`src/hw/rtl/ccs_pkg.sv`:
```
// ----------------------------------------------------------------------------
// ccs_pkg
// Shared constants, result codes and handshake structs of the command
// segmenter.
// ----------------------------------------------------------------------------
package ccs_pkg;

  localparam int QUEUE_DEPTH_DEF = 8;
  localparam int CMD_BYTES_DEF   = 64;
  localparam int MAX_FRAMES      = 10;

  localparam int PAYLOAD_MAX  = 7;
  localparam int FRAME_BYTES  = 8;
  localparam int HEADER_BYTES = 2;

  localparam int FN_W   = 4;  // frame number
  localparam int CALC_W = 8;  // length and offset arithmetic
  localparam int CNTB_W = 4;  // byte counts inside one frame

  localparam logic [1:0] KIND_FRAME  = 2'd0;
  localparam logic [1:0] KIND_ACCEPT = 2'd1;
  localparam logic [1:0] KIND_REJECT = 2'd2;

  typedef struct packed {
    logic              start;
    logic [FN_W-1:0]   fn;
    logic [CALC_W-1:0] len;
  } gather_req_t;

  typedef struct packed {
    logic        done;
    logic [15:0] id;
    logic [3:0]  len;
    logic [63:0] data;
  } gather_resp_t;

  typedef struct packed {
    logic [1:0]  kind;
    logic [15:0] id;
    logic [3:0]  len;
    logic [63:0] data;
    logic        last;
  } out_item_t;

endpackage

```
`src/hw/rtl/ccs_out_reg.sv`:
```
// ----------------------------------------------------------------------------
// ccs_out_reg
// Output register: holds one result until the receiver takes it.
// ----------------------------------------------------------------------------
module ccs_out_reg import ccs_pkg::*; (
  input  logic      clk_i,
  input  logic      rst_ni,
  input  logic      load_i,
  input  out_item_t item_i,
  input  logic      stall_i,
  output logic      free_o,
  output logic      valid_o,
  output out_item_t item_o
);

  logic      valid_q, valid_d;
  out_item_t item_q;

  assign free_o  = !valid_q || !stall_i;
  assign valid_d = load_i ? 1'b1 : (valid_q && stall_i);

  always_ff @(posedge clk_i or negedge rst_ni) begin
    if (!rst_ni) begin
      valid_q <= 1'b0;
    end else begin
      valid_q <= valid_d;
    end
  end

  always_ff @(posedge clk_i) begin
    if (load_i) begin
      item_q <= item_i;
    end
  end

  assign valid_o = valid_q;
  assign item_o  = item_q;

endmodule

```
`config.mk`:
```
export PLATFORM = sky130hd
export DESIGN_NAME = ccs_out_reg
export DESIGN_NICKNAME = d
export VERILOG_FILES = /design/src/hw/rtl/ccs_pkg.sv /design/src/hw/rtl/ccs_out_reg.sv
export SDC_FILE = /design/constraint.sdc
export NUM_CORES = 1
export LEC_CHECK = 0
export ABC_AREA = 0
export BUFFER_PORTS_ARGS = -buffer_cell sky130_fd_sc_hd__buf_2
export CORE_MARGIN = 2
export CORE_UTILIZATION = 35
export DETAILED_ROUTE_END_ITERATION = 8
export PLACE_DENSITY_LB_ADDON = 0.2
export SYNTH_ARGS = -nofsm -noshare
export SYNTH_HDL_FRONTEND = slang
export SYNTH_SLANG_ARGS = --single-unit
```
`constraint.sdc`:
```
create_clock -name clk_i -period 1.85 [get_ports clk_i]
set_input_delay 0.37 -clock clk_i [delete_from_list [all_inputs] [get_ports clk_i]]
set_output_delay 0.37 -clock clk_i [all_outputs]
set_load 0.01 [all_outputs]
```
=== Yosys cells after proc, flatten, opt, wreduce, memory -nomap -nowiden ===
Cells that the tools add are included.

* Div/mod/pow operators: 0
* $add $sub $neg: 0
* Reductions and logical operators: 4
* Multiplexer cells: 1
* Equal/unequal tests: 0
* Multiply operators: 0
* Bitwise gates (word level): 0
* Order comparisons: 0
* Shift operators: 0

{| class="wikitable"
|+ Operators by type and width
! cell !! count
|-
| 1-bit zero test || 2
|-
| 1-bit logical AND || 1
|-
| 1-bit logical OR || 1
|-
| 1-bit 2-to-1 mux || 1
|}

* Output and inout bits: 89
* Bits in latches: 0
* Register bits: 88
* Memory bits (writable): 0
* Input bits: 91
* Memory bits (read-only): 0
* Word-level logic and storage cells: 11
* Memories: 0

=== Longest topological paths before layout ===
Gate-level depths: netlist of run 1.

* Depth in word-level cells: 2
* Mapped depth: 1
* Mapped depth without buffers: 1

=== Least setup slack after synthesis of run 1 ===
Ideal clock, no wire load.

* Path kind: register to output
* Start point: reg valid_q, in the netlist valid_o
* End point: out free_o
* Setup slack: 0.960 ns
* Path buffers: 0
* Cell stages (with the launch flop): 2
* Data arrival time: 0.520 ns
* Required time: 1.480 ns
* Cell sequence: dfrtp_1 nand2_1

* Word-level cells in the longest chain between the ends: 2

{| class="wikitable"
|+ Ends and longest elaborated chain
! element !! RTL line !! RTL
|-
| start, declared || ccs_out_reg.sv:16 || <nowiki>logic valid_q, valid_d;</nowiki>
|-
| start signal, assigned || ccs_out_reg.sv:26 || <nowiki>valid_q <= valid_d;</nowiki>
|-
| 1-bit zero test || ccs_out_reg.sv:19 || <nowiki>assign free_o = !valid_q || !stall_i;</nowiki>
|-
| 1-bit logical OR || ccs_out_reg.sv:19 ||
|-
| end, declared || ccs_out_reg.sv:11 || <nowiki>output logic free_o,</nowiki>
|}

No other way between the ends.

=== Final worst setup path of run 1 ===
Same ends and word-level chain as after synthesis.

==> impl_metrics.prom, run 1 <==
# TYPE chip_impl_metric gauge
chip_impl_metric{name="clock_tree.htree_level_count",unit=""} 3
chip_impl_metric{name="total_cell_area_at_the_placement_stage",unit="µm²"} 3730
chip_impl_info{name="top_cells_by_area_synth",value="sky130_fd_sc_hd__edfxtp_1 99%, sky130_fd_sc_hd__dfrtp_1 0.94%, sky130_fd_sc_hd__a21o_1 0.28%"} 1
chip_impl_metric{name="pwr_density_cell",unit="nW/µm²"} 1030
chip_impl_metric{name="wl_per_cell",unit="µm"} 14.1
chip_impl_metric{name="clock_skew",unit="ns"} 0
chip_impl_metric{name="ffs_latches_synth",unit=""} 88
chip_impl_metric{name="clkTransAtPathRegs",unit="ns"} 0.09
chip_impl_metric{name="globalplace.congestion",unit=""} 0.715
chip_impl_metric{name="setup.reg_to_reg.worst_slack",unit="ns"} 1.17
chip_impl_metric{name="critical_path_peak_fanout",unit=""} 3
chip_impl_metric{name="antennaDiodeCount",unit=""} 0
chip_impl_metric{name="drt-pass1-iter-count",unit=""} 3
chip_impl_metric{name="die_outline_height",unit="µm"} 91.0
chip_impl_metric{name="layout-drive-gt1-share",unit="%"} 68.2
chip_impl_metric{name="finalMaxSlewViolations",unit=""} 0
chip_impl_metric{name="timing.max_cap.violations",unit=""} 0
chip_impl_info{name="worst_path_max_delay_cell",value="sky130_fd_sc_hd__dfrtp_1"} 1
chip_impl_metric{name="fp.dieArea",unit="µm²"} 8280
chip_impl_metric{name="ctsLongestPathBuffers",unit=""} 2
chip_impl_metric{name="synthesis.nets",unit=""} 181
chip_impl_metric{name="min_delay_path_depth",unit=""} 1
chip_impl_metric{name="worst_ep_arrival_time",unit="ns"} 0.92
chip_impl_metric{name="cts.sink_count",unit=""} 88
chip_impl_metric{name="final-hold-violation-count",unit=""} 0
chip_impl_metric{name="max_slew.worst_pin.slew",unit="ns"} 0.318
chip_impl_metric{name="num_ports",unit=""} 180
chip_impl_metric{name="synth-warning-count",unit=""} 0
chip_impl_metric{name="route.detailed.vias_per_inst",unit=""} 4.04
chip_impl_metric{name="synthesis.area_per_instance",unit="µm²"} 29.4
chip_impl_metric{name="ant_nets",unit=""} 0
chip_impl_metric{name="post_synthesis_instance_area",unit="µm²"} 2650
chip_impl_metric{name="initial_utilization",unit="%"} 36.3
chip_impl_metric{name="worst_ir_drop_vdd",unit="µV"} 462
chip_impl_metric{name="grt_first_pass_wirelength",unit="µm"} 8090
chip_impl_metric{name="core_area",unit="µm²"} 7290
chip_impl_info{name="yosys.area.top_type",value="sky130_fd_sc_hd__edfxtp_1"} 1
chip_impl_metric{name="yosysUniqueCellTypes",unit=""} 4
chip_impl_metric{name="synth-seq-area-share",unit="%"} 99.6
chip_impl_metric{name="synth_largest_type_area_fraction",unit="%"} 98.6
chip_impl_metric{name="power.clock.fraction",unit="%"} 31.5
chip_impl_metric{name="setup_tns_final",unit="ns"} 0
chip_impl_metric{name="worstSkewPairLatency",unit="ns"} 0.33
chip_impl_info{name="cp-end-kind",value="output port"} 1
chip_impl_metric{name="drt-total-wl",unit="µm"} 5480
chip_impl_metric{name="cts_buffers",unit=""} 9
chip_impl_metric{name="netSwitchingPower",unit="µW"} 880
chip_impl_metric{name="cp.required",unit="ns"} 1.48
chip_impl_metric{name="filler_cells",unit=""} 646
chip_impl_info{name="timing.hold.worst.class",value="in2reg"} 1
chip_impl_metric{name="multi_input_logic_area",unit="µm²"} 11.3
chip_impl_metric{name="grt_start_max_net_pins",unit=""} 28
chip_impl_metric{name="placement_rows",unit=""} 31
chip_impl_metric{name="cellLeakagePower",unit="µW"} 0.00170
chip_impl_metric{name="setup_viol",unit=""} 0
chip_impl_metric{name="port-buffer-count",unit=""} 179
chip_impl_metric{name="postCtsSetupRepairBufs",unit=""} 0
chip_impl_info{name="clk_root_buffer_cell",value="sky130_fd_sc_hd__clkbuf_8"} 1
chip_impl_metric{name="layout-area-overhead-vs-synth",unit="%"} 48.6
chip_impl_metric{name="routed-via-count",unit=""} 1566
chip_impl_metric{name="global_route.overflow_total",unit=""} 0
chip_impl_metric{name="max_slew_margin",unit="%"} 78.8
chip_impl_metric{name="timing.fmax",unit="MHz"} 772
chip_impl_metric{name="finalNetCount",unit=""} 375
chip_impl_info{name="unrepaired_setup_endpoints_after_global_routing",value="no"} 1
chip_impl_metric{name="final_cycle_utilization_of_the_critical_path",unit="%"} 70.0
chip_impl_info{name="worstSetupStartpointType",value="register"} 1
chip_impl_metric{name="grt_pass1_vias",unit=""} 1563
chip_impl_metric{name="remaining_drc_errors",unit=""} 0
chip_impl_metric{name="dr.first_iter.drc_count",unit=""} 37
chip_impl_info{name="tritoncts",value="done"} 1
chip_impl_metric{name="power.combinational.fraction",unit="%"} 9.5
chip_impl_metric{name="p_int",unit="µW"} 3170
chip_impl_metric{name="post-place-cells",unit=""} 371
chip_impl_metric{name="utilization",unit="%"} 54.0
chip_impl_metric{name="shortest_clock_period_the_worst_path_allows_after_layout",unit="ns"} 1.29
chip_impl_metric{name="track_usage",unit="%"} 13.4
chip_impl_metric{name="postCtsResizedCells",unit=""} 0
chip_impl_metric{name="finalInstanceArea",unit="µm²"} 3940
chip_impl_metric{name="sequential_cell_area",unit="µm²"} 2640
chip_impl_info{name="crit_type",value="reg2out"} 1
chip_impl_metric{name="die_width",unit="µm"} 91.0
chip_impl_metric{name="worst-r2r-cell-count",unit=""} 1
chip_impl_metric{name="cpPeakStageDelay",unit="ns"} 0.40
chip_impl_metric{name="final_cell_count_without_fillers",unit=""} 388
chip_impl_metric{name="synthesis.instances",unit=""} 90
chip_impl_metric{name="number_of_antenna_violations_at_the_first_check_in_global_routing",unit=""} 0
chip_impl_info{name="crit_chain",value="nand2_1 > buf_2"} 1
chip_impl_info{name="status",value="completed"} 1
chip_impl_metric{name="power.share.switching",unit="%"} 21.7
chip_impl_metric{name="power.share.sequential",unit="%"} 59.1
chip_impl_metric{name="number_of_hold_buffers_added_after_cts",unit=""} 1
## stage by stage
step           hold WS (ns)  power, µW  worst slack, ns
2_1_floorplan        0.0744       2540            0.960
3_3_place_gp          0.145       2820            0.632
3_5_place_dp          0.146       2830            0.631
4_1_cts               0.171       4110            0.526
5_1_grt               0.165       4210            0.513
6_report              0.193       4050            0.555
## layout make-up
type,count,area share [%]
Tap cell,99,3.15
Multi-Input combinational cell,2,0.286
Timing Repair Buffer,183,24.6
Sequential cell,88,67.0
Clock buffer,10,3.24
Clock inverter,6,1.72
## sequential cells by signal, indices dropped and copies added (netlist names)
| name | flops |
|---|---|
| item_o | 87 |
| valid_o | 1 |
## routing by layer
layer | global-route usage (%) | vias up | routed length, µm
met5 | 0 | - | 0
met4 | 7.58 | 0 | 83
met3 | 4.07 | 8 | 463
met2 | 23.3 | 87 | 2980
met1 | 14.4 | 719 | 1950
li1 | - | 752 | -
## worst max-delay path, delay by kind of cell, from the launching register on
kind | cells | cell delay (ns)
simple gates | 1 | 0.07
flops | 1 | 0.40
buf+inv | 1 | 0.12
## cell usage after synthesis, drive strengths merged
library cell	instances
edfxtp	87
a21o	1
dfrtp	1
nand2	1
## power by group through the flow
stage	combinational [µW]	sequential (µW)	clock, µW
after global routing	413	2410	1390
final	383	2390	1270
after global placement	386	2440	0
after detailed placement	389	2440	0
after CTS	391	2400	1330
after floorplan	2.61	2540	0
## cells by family (layout without fill, tap and decap cells)
family	count (synthesis)	in the layout	synth area share [%]
AND/OR/NAND/NOR	1	1	0.142
flip-flops	88	88	99.6
AO/OA/AOI/OAI	1	1	0.284
buffers and inverters	0	199	0
## placed cells by master (no fill, tap or decap)
cell and count:
sky130_fd_sc_hd__clkinvlp_4 2, sky130_fd_sc_hd__dlygate4sd3_1 1, sky130_fd_sc_hd__dfrtp_1 1, sky130_fd_sc_hd__buf_12 3, sky130_fd_sc_hd__buf_4 1, sky130_fd_sc_hd__a21o_1 1
sky130_fd_sc_hd__clkinv_2 1, sky130_fd_sc_hd__clkbuf_8 9, sky130_fd_sc_hd__inv_6 2, sky130_fd_sc_hd__nand2_1 1, sky130_fd_sc_hd__clkbuf_1 1, sky130_fd_sc_hd__edfxtp_1 87
sky130_fd_sc_hd__bufinv_16 1, sky130_fd_sc_hd__buf_2 178
## final timing paths
kind                       startpoint          to
max                           valid_o      free_o
min                        item_i[54]  item_o[54]
max reg2reg                   valid_o     valid_o
min reg2reg                   valid_o     valid_o
max in group asynchronous      rst_ni     valid_o
min in group asynchronous      rst_ni     valid_o
No activity file was read; power rests on OpenSTA's default activity.
==> inputs of run 2 (changes only) <==
- clock period: 1.85 -> 1.3 ns (I/O delays scaled with it)
==> impl_metrics.prom, run 2 (synthesis gave the netlist of run 1 again) <==
# TYPE chip_impl_metric gauge
chip_impl_info{name="status",value="completed"} 1
chip_impl_metric{name="num_ports",unit=""} 180
chip_impl_metric{name="final_cell_count_without_fillers",unit=""} 388
chip_impl_metric{name="clock_tree.htree_level_count",unit=""} 3
chip_impl_info{name="worstSetupStartpointType",value="register"} 1
chip_impl_info{name="crit_chain",value="nand2_1 > buf_2"} 1
chip_impl_metric{name="pwr_density_cell",unit="nW/µm²"} 1430
chip_impl_metric{name="netSwitchingPower",unit="µW"} 1300
chip_impl_info{name="commonest_non_fill_non_tap_cell_in_the_layout",value="sky130_fd_sc_hd__buf_2"} 1
chip_impl_metric{name="route.detailed.vias_per_inst",unit=""} 4.09
chip_impl_metric{name="fp.dieArea",unit="µm²"} 8280
chip_impl_info{name="worst_path_max_delay_cell",value="sky130_fd_sc_hd__dfrtp_1"} 1
chip_impl_metric{name="placement_rows",unit=""} 31
chip_impl_metric{name="cp.required",unit="ns"} 1.04
chip_impl_info{name="layout.cells.most_common_list",value="178 x sky130_fd_sc_hd__buf_2, 87 x sky130_fd_sc_hd__edfxtp_1, 9 x sky130_fd_sc_hd__clkbuf_8"} 1
chip_impl_metric{name="routed-via-count",unit=""} 1586
chip_impl_info{name="tritoncts",value="done"} 1
chip_impl_metric{name="critical_path_peak_fanout",unit=""} 3
chip_impl_info{name="crit_type",value="reg2out"} 1
chip_impl_metric{name="track_usage",unit="%"} 13.2
chip_impl_metric{name="timing.max_cap.violations",unit=""} 0
chip_impl_metric{name="cellLeakagePower",unit="µW"} 0.00169
chip_impl_metric{name="total_cell_area_at_the_placement_stage",unit="µm²"} 3730
chip_impl_info{name="clk_root_buffer_cell",value="sky130_fd_sc_hd__clkbuf_8"} 1
chip_impl_metric{name="grt_pass1_vias",unit=""} 1599
chip_impl_metric{name="cts.sink_count",unit=""} 88
chip_impl_metric{name="antennaDiodeCount",unit=""} 0
chip_impl_metric{name="p_int",unit="µW"} 4320
chip_impl_metric{name="worstSkewPairLatency",unit="ns"} 0.33
chip_impl_metric{name="shortest_clock_period_the_worst_path_allows_after_layout",unit="ns"} 1.17
chip_impl_metric{name="remaining_drc_errors",unit=""} 0
chip_impl_metric{name="timing.fmax",unit="MHz"} 853
chip_impl_metric{name="worst_ep_arrival_time",unit="ns"} 0.91
chip_impl_metric{name="core_area",unit="µm²"} 7290
chip_impl_metric{name="finalNetCount",unit=""} 375
chip_impl_metric{name="finalInstanceArea",unit="µm²"} 3920
chip_impl_metric{name="final_cycle_utilization_of_the_critical_path",unit="%"} 90.2
chip_impl_info{name="cp-end-kind",value="output port"} 1
chip_impl_metric{name="layout-drive-gt1-share",unit="%"} 68.2
chip_impl_metric{name="power.clock.fraction",unit="%"} 29.7
chip_impl_metric{name="number_of_antenna_violations_at_the_first_check_in_global_routing",unit=""} 0
chip_impl_metric{name="pwr_total",unit="µW"} 5620
chip_impl_metric{name="grt_first_pass_wirelength",unit="µm"} 8090
chip_impl_metric{name="grt_start_max_net_pins",unit=""} 35
chip_impl_metric{name="worst_ir_drop_vdd",unit="µV"} 737
chip_impl_metric{name="power.share.switching",unit="%"} 23.1
chip_impl_metric{name="layout-area-overhead-vs-synth",unit="%"} 47.9
chip_impl_metric{name="clkTransAtPathRegs",unit="ns"} 0.09
chip_impl_info{name="unrepaired_setup_endpoints_after_global_routing",value="no"} 1
chip_impl_metric{name="drt-pass1-iter-count",unit=""} 4
chip_impl_metric{name="filler_cells",unit=""} 652
chip_impl_metric{name="global_route.overflow_total",unit=""} 0
chip_impl_metric{name="ant_nets",unit=""} 0
chip_impl_metric{name="max_slew.worst_pin.slew",unit="ns"} 0.180
chip_impl_metric{name="final-hold-violation-count",unit=""} 0
chip_impl_metric{name="power.share.sequential",unit="%"} 60.7
chip_impl_metric{name="largest_reg_flops",unit=""} 87
chip_impl_metric{name="cpPeakStageDelay",unit="ns"} 0.40
chip_impl_metric{name="wl_per_cell",unit="µm"} 14.3
chip_impl_metric{name="finalMaxSlewViolations",unit=""} 0
chip_impl_metric{name="drt-total-wl",unit="µm"} 5560
chip_impl_metric{name="power.combinational.fraction",unit="%"} 9.7
chip_impl_metric{name="ctsLongestPathBuffers",unit=""} 2
chip_impl_metric{name="die_outline_height",unit="µm"} 91.0
chip_impl_metric{name="cts_buffers",unit=""} 9
chip_impl_metric{name="initial_utilization",unit="%"} 36.3
chip_impl_metric{name="clock_skew",unit="ns"} 0
chip_impl_metric{name="post-place-cells",unit=""} 371
chip_impl_metric{name="port-buffer-count",unit=""} 179
chip_impl_metric{name="die_width",unit="µm"} 91.0
chip_impl_metric{name="max_slew_margin",unit="%"} 88.0
chip_impl_metric{name="setup_tns_final",unit="ns"} 0
chip_impl_info{name="timing.hold.worst.class",value="in2reg"} 1
chip_impl_metric{name="dr.first_iter.drc_count",unit=""} 81
chip_impl_metric{name="setup_viol",unit=""} 0
chip_impl_metric{name="globalplace.congestion",unit=""} 0.686
[run 2: changes by cell type in the layout (fill, tap and decap cells not counted)]
cell	delta
sky130_fd_sc_hd__bufinv_16	-1
sky130_fd_sc_hd__clkbuf_1	-1
sky130_fd_sc_hd__clkinv_1	+1
sky130_fd_sc_hd__clkinv_2	-1
sky130_fd_sc_hd__clkinv_4	+2
[run 2: worst paths after layout]
path                       slack, ns         end  cells past startpoint       start
setup reg to reg                0.63     valid_o                      1     valid_o
setup / recovery                0.13      free_o                      2     valid_o
hold reg to reg                 0.51     valid_o                      1     valid_o
hold / removal                  0.09  item_o[84]                      1  item_i[84]
max in group asynchronous       0.99     valid_o                      2      rst_ni
min in group asynchronous       0.23     valid_o                      2      rst_ni
[run 2: layout make-up]
class,count,area (µm²),share of cell area [%]
clock buffer,9,124,3.16
timing repair buffer,183,968,24.7
clock inverter,7,53.8,1.37
multi-input combinational,2,11.3,0.287
tap,99,124,3.16
sequential,88,2640,67.3
[run 2: stage by stage]
step                      setup slack (ns)  hold WS [ns]  utilization [%]
after detailed placement             0.362        0.0355             51.2
after global routing                0.0651        0.0587             53.7
after floorplan                      0.520       -0.0356                -
after CTS                            0.108        0.0681             53.7
after global placement               0.369        0.0353             51.2
final                                0.128        0.0858             53.7
[run 2: repair_timing]
item                       CTS  global route
hold endpoints to repair     1             0
gates resized for setup      0             0
hold buffers                 1             0
buffers inserted             0             0
setup endpoints to repair    0             0
[run 2: layer usage]
| metal | vias to the layer above | global-route usage (%) | wire, µm |
|---|---|---|---|
| met5 | - | 0 | 0 |
| met4 | 0 | 6.82 | 93 |
| met3 | 8 | 3.32 | 421 |
| met2 | 89 | 22.5 | 2940 |
| met1 | 739 | 15.3 | 2100 |
| li1 | 750 | - | - |
[run 2: power groups by stage]
| stage | Combinational (µW) | Sequential (µW) | Clock, µW |
|---|---|---|---|
| final | 544 | 3410 | 1670 |
| after global routing | 586 | 3430 | 1840 |
| after detailed placement | 553 | 3480 | 0 |
| after floorplan | 3.71 | 3610 | 0 |
| after CTS | 555 | 3410 | 1730 |
| after global placement | 551 | 3470 | 0 |
[run 2: critical path: cells and delay by family, from the launching register on]
family	cells	cell delay [ns]
buffers and inverters	1	0.12
flip-flops	1	0.40
AND/OR/NAND/NOR	1	0.07
==> inputs of run 3 (changes only) <==
==> constraint.sdc (replaced) <==
create_clock -name clk_i -period 1.4 [get_ports clk_i]
set_input_delay 0.21 -clock clk_i [delete_from_list [all_inputs] [get_ports clk_i]]
set_output_delay 0.21 -clock clk_i [all_outputs]
set_load 0.01 [all_outputs]
==> impl_metrics.prom, run 3 (synthesis gave the netlist of run 1 again) <==
# TYPE chip_impl_metric gauge
chip_impl_metric{name="shortest_clock_period_the_worst_path_allows_after_layout",unit="ns"} 1.14
chip_impl_metric{name="cellLeakagePower",unit="µW"} 0.00170
chip_impl_metric{name="fp.dieArea",unit="µm²"} 8280
chip_impl_metric{name="drt-total-wl",unit="µm"} 5770
chip_impl_info{name="worstHoldEndpoint",value="item_o[8]"} 1
chip_impl_metric{name="worst_ir_drop_vdd",unit="µV"} 558
chip_impl_metric{name="largest_reg_flops",unit=""} 87
chip_impl_metric{name="worst-r2r-cell-count",unit=""} 1
chip_impl_info{name="worstReg2RegEnd",value="valid_o"} 1
chip_impl_metric{name="track_usage",unit="%"} 13.8
chip_impl_info{name="cp-end-kind",value="output port"} 1
chip_impl_metric{name="timing.fmax",unit="MHz"} 878
chip_impl_info{name="crit_type",value="reg2out"} 1
chip_impl_metric{name="dr.first_iter.drc_count",unit=""} 74
chip_impl_metric{name="cts_buffers",unit=""} 9
chip_impl_metric{name="die_outline_height",unit="µm"} 91.0
chip_impl_metric{name="route.detailed.vias_per_inst",unit=""} 4.09
chip_impl_metric{name="setup.reg_to_reg.worst_slack",unit="ns"} 0.72
chip_impl_metric{name="worstSkewPairLatency",unit="ns"} 0.34
chip_impl_info{name="timing.hold.worst.class",value="in2reg"} 1
chip_impl_metric{name="finalNetCount",unit=""} 374
chip_impl_info{name="worstSetupStartpointType",value="register"} 1
chip_impl_metric{name="cts.sink_count",unit=""} 88
chip_impl_metric{name="grt_first_pass_wirelength",unit="µm"} 8340
chip_impl_metric{name="initial_utilization",unit="%"} 36.3
chip_impl_metric{name="global_route.overflow_total",unit=""} 0
chip_impl_metric{name="utilization",unit="%"} 53.9
chip_impl_metric{name="port-buffer-count",unit=""} 179
chip_impl_metric{name="die_width",unit="µm"} 91.0
chip_impl_metric{name="grt_pass1_vias",unit=""} 1618
chip_impl_metric{name="pwr_density_cell",unit="nW/µm²"} 1410
chip_impl_metric{name="max_slew_margin",unit="%"} 77.7
chip_impl_info{name="hp-start",value="item_i[8]"} 1
chip_impl_metric{name="cp.required",unit="ns"} 1.19
chip_impl_metric{name="drt-pass1-iter-count",unit=""} 4
chip_impl_metric{name="wl_per_cell",unit="µm"} 14.9
chip_impl_info{name="layout.cells.most_common_list",value="178 x sky130_fd_sc_hd__buf_2, 87 x sky130_fd_sc_hd__edfxtp_1, 9 x sky130_fd_sc_hd__clkbuf_8"} 1
chip_impl_metric{name="routed-via-count",unit=""} 1581
chip_impl_metric{name="globalplace.congestion",unit=""} 0.694
chip_impl_metric{name="setup_tns_final",unit="ns"} 0
chip_impl_metric{name="final_cycle_utilization_of_the_critical_path",unit="%"} 81.3
chip_impl_metric{name="worst_ep_arrival_time",unit="ns"} 0.93
chip_impl_info{name="clk_root_buffer_cell",value="sky130_fd_sc_hd__clkbuf_8"} 1
chip_impl_metric{name="place_worst_setup_slack",unit="ns"} 0.424
chip_impl_metric{name="antennaDiodeCount",unit=""} 0
chip_impl_metric{name="grt_util_met1",unit="%"} 14.9
chip_impl_metric{name="max_slew.worst_pin.slew",unit="ns"} 0.334
chip_impl_info{name="status",value="completed"} 1
chip_impl_metric{name="core_area",unit="µm²"} 7290
chip_impl_metric{name="num_ports",unit=""} 180
chip_impl_metric{name="final_critical_path_setup_slack",unit="ns"} 0.262
chip_impl_metric{name="critical_path_peak_fanout",unit=""} 3
chip_impl_metric{name="globalRouteMet2Util",unit="%"} 24.5
chip_impl_metric{name="finalInstanceArea",unit="µm²"} 3930
chip_impl_metric{name="timing.max_cap.violations",unit=""} 0
chip_impl_metric{name="ant_nets",unit=""} 0
chip_impl_metric{name="total_cell_area_at_the_placement_stage",unit="µm²"} 3700
chip_impl_info{name="unrepaired_setup_endpoints_after_global_routing",value="no"} 1
chip_impl_metric{name="clock_skew",unit="ns"} 0
chip_impl_info{name="rr_startpoint",value="valid_o"} 1
chip_impl_metric{name="final-hold-violation-count",unit=""} 0
chip_impl_metric{name="finalMaxSlewViolations",unit=""} 0
chip_impl_metric{name="setup_viol",unit=""} 0
chip_impl_metric{name="layout-drive-gt1-share",unit="%"} 68.1
chip_impl_metric{name="postCtsResizedCells",unit=""} 0
chip_impl_info{name="commonest_non_fill_non_tap_cell_in_the_layout",value="sky130_fd_sc_hd__buf_2"} 1
chip_impl_metric{name="min_delay_path_depth",unit=""} 1
chip_impl_metric{name="clkTransAtPathRegs",unit="ns"} 0.09
chip_impl_metric{name="placement_rows",unit=""} 31
chip_impl_metric{name="ctsLongestPathBuffers",unit=""} 2
chip_impl_metric{name="grt_start_max_net_pins",unit=""} 63
chip_impl_metric{name="remaining_drc_errors",unit=""} 0
chip_impl_info{name="tritoncts",value="done"} 1
chip_impl_metric{name="layout-area-overhead-vs-synth",unit="%"} 48.3
chip_impl_info{name="grt.busiest_layer",value="met2"} 1
chip_impl_metric{name="number_of_antenna_violations_at_the_first_check_in_global_routing",unit=""} 0
chip_impl_metric{name="grt_use_met3",unit="%"} 4.40
chip_impl_metric{name="clock_tree.htree_level_count",unit=""} 3
[run 3: changes by cell type in the layout (fill, tap and decap cells not counted)]
cell / delta
sky130_fd_sc_hd__buf_12: -2
sky130_fd_sc_hd__clkbuf_1: +1
sky130_fd_sc_hd__bufinv_16: +2
sky130_fd_sc_hd__inv_6: -1
sky130_fd_sc_hd__clkinv_4: -1
sky130_fd_sc_hd__clkinv_1: -1
sky130_fd_sc_hd__buf_4: +1
[run 3: metal layers]
layer / vias to the layer above / share of wire, %
li1: 749 / -
met5: - / 0
met4: 0 / 2.2
met1: 729 / 36
met3: 9 / 8.1
met2: 94 / 54
[run 3: timing repair]
action                    CTS  global route
setup buffers               0             0
hold endpoints to repair    1             0
hold buffers                1             0
[run 3: report_power, final]
group          switching (µW)  internal [µW]  leakage [µW]  total, µW
logic                     268            229      0.000731        497
registers                46.7           3120      0.000862       3170
clock network             868           1010      0.000103       1880
total                    1180           4360       0.00170       5550
[run 3: cell type report]
type                    count  area [µm²]
flip-flops and latches     88        2640
multi-input cells           2        11.3
clock buffers              10         128
clock inverters             6        92.6
repair buffers            182         936
well taps                  99         124
fillers                   643        3360
[run 3: worst max-delay path by stage]
| stage | from | to | slack [ns] | depth (start not counted) |
|---|---|---|---|---|
| after detailed placement | load_i | item_o[47] | 0.42 | 2 |
| after global placement | load_i | item_o[26] | 0.44 | 2 |
| after floorplan | valid_o | free_o | 0.67 | 1 |
| after CTS | valid_o | free_o | 0.24 | 2 |
| after global routing | valid_o | free_o | 0.19 | 2 |
| final | valid_o | free_o | 0.26 | 2 |
[run 3: metrics by stage]
stage,hold slack [ns],power [µW],std cells
after CTS,0.00597,5630,387
final,0.0270,5550,387
after global routing,0.00207,5770,387
after detailed placement,-0.0149,3730,370
after floorplan,-0.0856,3360,90
after global placement,-0.0145,3720,370
[run 3: worst max-delay path, cell delays in order, from the launching register on]
cell                      delay [ns]
sky130_fd_sc_hd__dfrtp_1        0.40
sky130_fd_sc_hd__nand2_1        0.07
sky130_fd_sc_hd__buf_2          0.12
